**src/hw/rtl/sha1sh_pkg.sv**
```systemverilog
`default_nettype none

package sha1sh_pkg;

   localparam int unsigned WordWidth  = 32;
   localparam int unsigned BlockBits  = 512;
   localparam int unsigned LenWidth   = 64;
   localparam int unsigned FillWidth  = 6;
   localparam int unsigned RoundWidth = 7;
   localparam int unsigned NumRounds  = 80;

   localparam logic [WordWidth-1:0] IV0 = 32'h6745_2301;
   localparam logic [WordWidth-1:0] IV1 = 32'hEFCD_AB89;
   localparam logic [WordWidth-1:0] IV2 = 32'h98BA_DCFE;
   localparam logic [WordWidth-1:0] IV3 = 32'h1032_5476;
   localparam logic [WordWidth-1:0] IV4 = 32'hC3D2_E1F0;

   localparam logic [WordWidth-1:0] K0 = 32'h5A82_7999;
   localparam logic [WordWidth-1:0] K1 = 32'h6ED9_EBA1;
   localparam logic [WordWidth-1:0] K2 = 32'h8F1B_BCDC;
   localparam logic [WordWidth-1:0] K3 = 32'hCA62_C1D6;

   localparam logic [7:0] PadByte  = 8'h80;
   localparam logic [7:0] ZeroByte = 8'h00;

   localparam logic [FillWidth-1:0]  FillLast   = 6'd63;
   localparam logic [FillWidth-1:0]  FillLength = 6'd56;
   localparam logic [RoundWidth-1:0] RoundLast  = 7'd79;
   localparam logic [RoundWidth-1:0] RoundK1    = 7'd20;
   localparam logic [RoundWidth-1:0] RoundK2    = 7'd40;
   localparam logic [RoundWidth-1:0] RoundK3    = 7'd60;
   localparam logic [LenWidth-1:0]   BitsPerByte = 64'd8;

   typedef struct packed {
      logic [7:0] data_byte;
      logic       byte_valid;
      logic       last;
   } req_type;

   typedef struct packed {
      logic [63:0] digest_high;
      logic [63:0] digest_mid;
      logic [31:0] digest_low;
   } rsp_type;

   typedef enum logic [4:0] {
      ST_IDLE   = 5'b00001,
      ST_PAD    = 5'b00010,
      ST_ROUND  = 5'b00100,
      ST_UPDATE = 5'b01000,
      ST_OUT    = 5'b10000
   } state_type;

   function automatic logic [WordWidth-1:0] rol(input logic [WordWidth-1:0] v,
                                                input int unsigned n);
      rol = (v << n) | (v >> (WordWidth - n));
   endfunction

endpackage

`default_nettype wire

```
**src/hw/rtl/sha1_stream_hash_core.sv**
```systemverilog
// SHA-1 digest of a byte stream.
// Request channel (req_valid / req_stall / req_data): one transaction per
// message byte; byte_valid = 0 carries no byte, last = 1 ends the message.
// Response channel (rsp_valid / rsp_stall / rsp_data): one transaction per
// message, the 160-bit digest split into digest_high, digest_mid, digest_low.
// A byte that does not complete a 64-byte block is simply shifted in. A
// byte that completes a block starts a compression: one shared round unit
// runs the 80 rounds one per cycle, then the UPDATE state adds into the
// chaining words. On last, padding shifts in one byte per cycle up to byte
// 56 of the block, loads the length, and runs one or two compressions.
// req_stall is high whenever the block is busy or holds a digest.
// The digest holds on rsp_data while rsp_stall is high; once taken, the
// block returns to the initial chaining state for the next message.
// Reset (synchronous) clears the length and fill count, restores the initial
// chaining words and drops any message in progress.
`default_nettype none

module sha1_stream_hash_core (
   input  wire                   clock,
   input  wire                   reset,
   input  wire                   req_valid,
   output logic                  req_stall,
   input  wire sha1sh_pkg::req_type req_data,
   output logic                  rsp_valid,
   input  wire                   rsp_stall,
   output sha1sh_pkg::rsp_type   rsp_data
);

   localparam int unsigned W  = sha1sh_pkg::WordWidth;
   localparam int unsigned BB = sha1sh_pkg::BlockBits;

   sha1sh_pkg::state_type                  state_ff, state_in;
   logic [sha1sh_pkg::FillWidth-1:0]       fill_ff, fill_in;
   logic [sha1sh_pkg::LenWidth-1:0]        bits_ff, bits_in;
   logic [sha1sh_pkg::RoundWidth-1:0]      rnd_ff, rnd_in;
   logic                                   last_ff, last_in;
   logic                                   pad80_ff, pad80_in;
   logic                                   final_ff, final_in;
   logic [W-1:0]                           h0_ff, h1_ff, h2_ff, h3_ff, h4_ff;
   logic [W-1:0]                           h0_in, h1_in, h2_in, h3_in, h4_in;
   logic [W-1:0]                           a_ff, b_ff, c_ff, d_ff, e_ff;
   logic [W-1:0]                           a_in, b_in, c_in, d_in, e_in;
   logic [BB-1:0]                          blk_ff, blk_in;

   logic         req_take;
   logic         start_round;
   logic [7:0]   pad_byte;
   logic [W-1:0] w0, w2, w8, w13, w_next;
   logic [W-1:0] f_val, k_val, t_val;

   assign req_take  = req_valid && !req_stall;
   assign req_stall = (state_ff != sha1sh_pkg::ST_IDLE);
   assign rsp_valid = (state_ff == sha1sh_pkg::ST_OUT);

   assign rsp_data.digest_high = {h0_ff, h1_ff};
   assign rsp_data.digest_mid  = {h2_ff, h3_ff};
   assign rsp_data.digest_low  = h4_ff;

   assign w0     = blk_ff[BB-1       -: W];
   assign w2     = blk_ff[BB-1-2*W   -: W];
   assign w8     = blk_ff[BB-1-8*W   -: W];
   assign w13    = blk_ff[BB-1-13*W  -: W];
   assign w_next = sha1sh_pkg::rol(w13 ^ w8 ^ w2 ^ w0, 1);

   assign pad_byte = pad80_ff ? sha1sh_pkg::PadByte : sha1sh_pkg::ZeroByte;

   always_comb begin
      if (rnd_ff < sha1sh_pkg::RoundK1) begin
         f_val = (b_ff & c_ff) | (~b_ff & d_ff);
         k_val = sha1sh_pkg::K0;
      end else if (rnd_ff < sha1sh_pkg::RoundK2) begin
         f_val = b_ff ^ c_ff ^ d_ff;
         k_val = sha1sh_pkg::K1;
      end else if (rnd_ff < sha1sh_pkg::RoundK3) begin
         f_val = (b_ff & c_ff) | (b_ff & d_ff) | (c_ff & d_ff);
         k_val = sha1sh_pkg::K2;
      end else begin
         f_val = b_ff ^ c_ff ^ d_ff;
         k_val = sha1sh_pkg::K3;
      end
   end

   assign t_val = sha1sh_pkg::rol(a_ff, 5) + f_val + e_ff + k_val + w0;

   always_comb begin
      state_in    = state_ff;
      fill_in     = fill_ff;
      bits_in     = bits_ff;
      rnd_in      = rnd_ff;
      last_in     = last_ff;
      pad80_in    = pad80_ff;
      final_in    = final_ff;
      h0_in       = h0_ff;
      h1_in       = h1_ff;
      h2_in       = h2_ff;
      h3_in       = h3_ff;
      h4_in       = h4_ff;
      a_in        = a_ff;
      b_in        = b_ff;
      c_in        = c_ff;
      d_in        = d_ff;
      e_in        = e_ff;
      blk_in      = blk_ff;
      start_round = 1'b0;

      case (state_ff)
         sha1sh_pkg::ST_IDLE: begin
            if (req_take) begin
               last_in  = req_data.last;
               pad80_in = 1'b1;
               final_in = 1'b0;
               if (req_data.byte_valid) begin
                  blk_in  = {blk_ff[BB-9:0], req_data.data_byte};
                  bits_in = bits_ff + sha1sh_pkg::BitsPerByte;
                  fill_in = fill_ff + 1'b1;
                  if (fill_ff == sha1sh_pkg::FillLast) begin
                     start_round = 1'b1;
                  end else if (req_data.last) begin
                     state_in = sha1sh_pkg::ST_PAD;
                  end
               end else if (req_data.last) begin
                  state_in = sha1sh_pkg::ST_PAD;
               end
            end
         end
         sha1sh_pkg::ST_PAD: begin
            if (!pad80_ff && fill_ff == sha1sh_pkg::FillLength) begin
               blk_in      = {blk_ff[BB-sha1sh_pkg::LenWidth-1:0], bits_ff};
               fill_in     = '0;
               final_in    = 1'b1;
               start_round = 1'b1;
            end else begin
               blk_in   = {blk_ff[BB-9:0], pad_byte};
               pad80_in = 1'b0;
               fill_in  = fill_ff + 1'b1;
               if (fill_ff == sha1sh_pkg::FillLast) begin
                  start_round = 1'b1;
               end
            end
         end
         sha1sh_pkg::ST_ROUND: begin
            e_in   = d_ff;
            d_in   = c_ff;
            c_in   = sha1sh_pkg::rol(b_ff, 30);
            b_in   = a_ff;
            a_in   = t_val;
            blk_in = {blk_ff[BB-W-1:0], w_next};
            rnd_in = rnd_ff + 1'b1;
            if (rnd_ff == sha1sh_pkg::RoundLast) begin
               state_in = sha1sh_pkg::ST_UPDATE;
            end
         end
         sha1sh_pkg::ST_UPDATE: begin
            h0_in = h0_ff + a_ff;
            h1_in = h1_ff + b_ff;
            h2_in = h2_ff + c_ff;
            h3_in = h3_ff + d_ff;
            h4_in = h4_ff + e_ff;
            if (final_ff) begin
               state_in = sha1sh_pkg::ST_OUT;
            end else if (last_ff) begin
               state_in = sha1sh_pkg::ST_PAD;
            end else begin
               state_in = sha1sh_pkg::ST_IDLE;
            end
         end
         sha1sh_pkg::ST_OUT: begin
            if (!rsp_stall) begin
               h0_in    = sha1sh_pkg::IV0;
               h1_in    = sha1sh_pkg::IV1;
               h2_in    = sha1sh_pkg::IV2;
               h3_in    = sha1sh_pkg::IV3;
               h4_in    = sha1sh_pkg::IV4;
               fill_in  = '0;
               bits_in  = '0;
               last_in  = 1'b0;
               final_in = 1'b0;
               state_in = sha1sh_pkg::ST_IDLE;
            end
         end
         default: begin
            state_in = sha1sh_pkg::ST_IDLE;
         end
      endcase

      if (start_round) begin
         a_in     = h0_ff;
         b_in     = h1_ff;
         c_in     = h2_ff;
         d_in     = h3_ff;
         e_in     = h4_ff;
         rnd_in   = '0;
         state_in = sha1sh_pkg::ST_ROUND;
      end
   end

   always_ff @(posedge clock) begin
      if (reset) begin
         state_ff <= sha1sh_pkg::ST_IDLE;
         fill_ff  <= '0;
         bits_ff  <= '0;
         rnd_ff   <= '0;
         last_ff  <= 1'b0;
         pad80_ff <= 1'b0;
         final_ff <= 1'b0;
         h0_ff    <= sha1sh_pkg::IV0;
         h1_ff    <= sha1sh_pkg::IV1;
         h2_ff    <= sha1sh_pkg::IV2;
         h3_ff    <= sha1sh_pkg::IV3;
         h4_ff    <= sha1sh_pkg::IV4;
      end else begin
         state_ff <= state_in;
         fill_ff  <= fill_in;
         bits_ff  <= bits_in;
         rnd_ff   <= rnd_in;
         last_ff  <= last_in;
         pad80_ff <= pad80_in;
         final_ff <= final_in;
         h0_ff    <= h0_in;
         h1_ff    <= h1_in;
         h2_ff    <= h2_in;
         h3_ff    <= h3_in;
         h4_ff    <= h4_in;
      end
   end

   always_ff @(posedge clock) begin
      a_ff   <= a_in;
      b_ff   <= b_in;
      c_ff   <= c_in;
      d_ff   <= d_in;
      e_ff   <= e_in;
      blk_ff <= blk_in;
   end

endmodule

`default_nettype wire

```
**config.mk**
```make
export PLATFORM = sky130hd
export DESIGN_NAME = sha1_stream_hash_core
export DESIGN_NICKNAME = d
export VERILOG_FILES = /design/src/hw/rtl/sha1sh_pkg.sv /design/src/hw/rtl/sha1_stream_hash_core.sv
export SDC_FILE = /design/constraint.sdc
export NUM_CORES = 2
export LEC_CHECK = 0
export ABC_AREA = 1
export BUFFER_PORTS_ARGS = -buffer_cell sky130_fd_sc_hd__clkbuf_2
export CORE_MARGIN = 2
export CORE_UTILIZATION = 50
export DETAILED_ROUTE_END_ITERATION = 8
export MAX_ROUTING_LAYER = met4
export PLACE_DENSITY = 0.67
export SLEW_MARGIN = 5
export SYNTH_ARGS = -nofsm -noshare
export SYNTH_HDL_FRONTEND = slang
export SYNTH_SLANG_ARGS = --single-unit
```
**constraint.sdc**
```tcl
create_clock -name clock -period 71.9 [get_ports clock]
set_clock_uncertainty 0.1 [all_clocks]
set_input_delay 3.595 -clock clock [delete_from_list [all_inputs] [get_ports clock]]
set_output_delay 3.595 -clock clock [all_outputs]
set_load 0.1 [all_outputs]
```
==> summary.md <==
| Metric | Value |
|---|---|
| Status | `finished clean` |
| Required @ worst endpoint | `72.12 ns` |
| CTS root buf | `clkbuf_16` |
| CTS clk-pin slew, worst paths | `0.06 ns` |
| Sink Count | `914` |
| Placed inst area | `62700 sq um` |
| Seq/Total Area, Yosys | `0.413` |
| CP Max Fanout | `76` |
| Synthesized area per cell | `7.72 sq um` |
| First-pass GRT wire length | `316 mm` |
| Compound-Gate Fraction of Synth Area | `0.138` |
| Area Overhead vs Synth | `9.15%` |
| Worst-path cell with the longest stage delay | `buf_4` |
| Mapped cell area | `60600 sq um` |
| Clk_lat worst skew | `0.75 ns` |
| CP Launch Type | `input pin` |
| Post-synthesis cell count | `7855` |
| Post-synth top area share | `0.333` |
| HP Class | `register to register` |
| Yosys warning count | `0` |
| Largest family of logic cells by synthesized area | `simple AND/OR/NAND/NOR gates` |
| Routed wire length | `210 mm` |
| CP bufs+invs | `5` |
| Worst slew pin tran | `1.17 ns` |
| Port bufs | `175` |
| Number of synthesized flops with an enable pin | `672` |
| DR DRC count | `0` |
| Most frequent cells after synthesis | `nand2_1, inv_1, edfxtp_1` |
| Crit path time final | `6.85 ns` |
| Cts repair resizes | `0` |
| Post-synthesis mux area share | `0` |
| Worst slew margin | `0.222` |
| Flops & latches, synth | `914` |
| Vias per cell | `5.72` |
| Post-CTS Setup Inserts | `0` |
| Register area | `25000 sq um` |
| Post-synthesis adder-cell area fraction | `0.0819` |
| # fillers | `11.5k` |
| Final Hold Fails | `0` |
| Die footprint | `124000 sq um` |
| Crit. End Element | `register` |
| Footprint of the multi-input gates | `29200 sq um` |
| Crit path DAT | `7.07 ns` |
| Total CTS buffers | `104` |
| Max IR drop VDD | `0.0000214 V` |
| Synth cell types | `51` |
| Largest stage delay, worst path | `0.95 ns` |
| Die height | `352 microns` |
| Drt pass-1 iters | `6` |
| Worst path cell trace | `clkbuf_2 > inv_1 > nor2_1 > nand2_1 > nand2_4 > inv_2 > nand2_4 > buf_4 > buf_4` |
| Final Setup Violations | `0` |
| Hpwl dp | `155 mm` |
| Setup ws final | `65.05 ns` |
| # rows | `127` |
| Routability Congestion | `1.02` |
| Clock Path Buffers | `3` |
| Non-Filler Cell Area, Final | `66200 sq um` |
| CTS tree | `built` |
| Final Cycle Share | `0.0952` |
| I/O pin cnt | `176` |
| Worst path top cell family by delay | `buffers and inverters` |
| Post-layout util | `0.551` |
| Total of max-cap violations | `0` |
| RSZ-0062 raised after global routing | `false` |
| Largest net degree at the start of global routing | `219` |
| Die Wd | `352 microns` |
| Post-synthesis xor/xnor area fraction | `0.0217` |
| Initial Util | `0.505` |
| Per-cell routed wire length | `21.9 microns` |
| Total number of H-tree levels | `3` |
| Post-DRT Antenna Nets | `0` |
| Initial antenna violation count | `2` |
| Hold buffer count at cts | `0` |
| Most common cell in the netlist | `nand2_1` |
| Synthesized-area fraction occupied by and/or/nand/nor cells | `0.238` |
| Final slew viol count | `0` |
| Peak Freq | `146 MHz` |
| Via count | `54.8k` |
| Layout cell share with drive strength beyond 1 | `0.0529` |
| Vias in the first global route | `52.0k` |
| DR iter-0 viols | `6102` |
| PwrDens | `20.9 nW/um^2` |
| Core Area | `120000 sq um` |
| Gr usage total | `0.341` |
| Total negative slack | `0 ns` |
| Async set-reset flop share out of synthesis | `0` |
| Area leader, netlist | `edfxtp_1` |
| Placement Setup Slack | `64.41 ns` |
| Ys flop type | `edfxtp_1` |
| Syn nets | `8191` |
| Largest cells by area after synthesis | `edfxtp_1, nand2_1, inv_1` |
| Leakage power | `30.3 nW` |
| Gr ovfl total | `0` |
| Setup CP Type | `input pin to register` |
| Final net count | `8216` |
==> final timing paths <==
path / startpoint / end / slack (ns) / depth (start not counted)
worst min-delay path: pad80_ff / pad80_ff / 0.38 / 2
worst max-delay path: req_data[1] / e_ff[6] / 65.05 / 9
worst max register to register: rnd_ff[6] / a_ff[31] / 65.19 / 22
worst min register to register: pad80_ff / pad80_ff / 0.38 / 2
==> registers in the layout (all words and copies together), names as in the netlist <==
name and flops:
blk_ff 512, bits_ff 61, a_ff 32, b_ff 32, c_ff 32, d_ff 32, e_ff 32, h0_ff 32
h1_ff 32, h2_ff 32, h3_ff 32, h4_ff 32, rnd_ff 7, fill_ff 6, state_ff 5, final_ff 1
last_ff 1, pad80_ff 1
==> worst register-to-register path, cell delays in order, from the launching register on <==
cell and delay (ns):
dfxtp_1 0.38, nor2_1 0.13, nand3_1 0.68, nand2_4 0.59
clkinv_1 0.63, a221oi_1 0.56, fa_1 0.51, fa_1 0.63
fa_1 0.45, inv_1 0.08, ha_1 0.17, inv_1 0.07
fa_1 0.43, inv_1 0.10, nand2_1 0.06, nand3_1 0.21
nand2_1 0.09, nand2_1 0.16, nand2_1 0.07, nand3_1 0.13
nand3_1 0.09, nand3_1 0.14, nand2_1 0.07
==> per-stage QoR <==
step                hold WS, ns  cells  total power, mW
global route              0.411   9585             1.43
detailed placement        0.369   9386            0.844
CTS                       0.381   9583             1.39
global placement          0.366   9386            0.841
floorplan                 0.350   7855            0.835
finish                    0.382   9585             1.38
==> metal layers <==
| metal | vias to the layer above | wire length, microns | share of wire | track usage |
|---|---|---|---|---|
| li1 | 26100 | - | - | - |
| met5 | - | 0 | 0 | - |
| met4 | 0 | 12800 | 0.061 | 0.173 |
| met2 | 2240 | 99800 | 0.47 | 0.552 |
| met3 | 538 | 14700 | 0.070 | 0.0464 |
| met1 | 25900 | 83100 | 0.39 | 0.419 |
==> power by group <==
group	internal, mW	total, mW	switching, mW
logic	0.0623	0.196	0.134
registers	0.616	0.639	0.0232
clock network	0.306	0.546	0.240
==> cell type report <==
cell class,count,area share
flip-flops and latches,914,0.378
clock buffers,149,0.0451
clock inverters,48,0.00775
well taps,1612,0.0305
diodes,2,0.0000756
repair buffers,209,0.0185
multi-input cells,5257,0.441
inverters,1394,0.0793
==> layout by cell type, fill, tap and decap left out, types with 26 or more instances in the layout <==
cell type	count
nand2_1	2457
inv_1	1380
edfxtp_1	672
o221ai_1	454
nor2_1	430
nand3_1	399
a21oi_1	326
o21ai_0	260
dfxtp_1	242
ha_1	197
clkbuf_2	174
fa_1	125
nand4_1	108
clkbuf_16	106
xor2_1	91
nor3_1	71
xnor2_1	59
a22oi_1	48
o211ai_1	36
o21bai_1	35
buf_4	28
clkbuf_1	26
==> kinds of logic after synthesis <==
group           after synthesis
buf+inv                    1684
compound gates             1236
simple gates               3549
fa+ha+maj                   322
xor+xnor                    150
flops                       914
No activity file was read; power rests on OpenSTA's default activity.
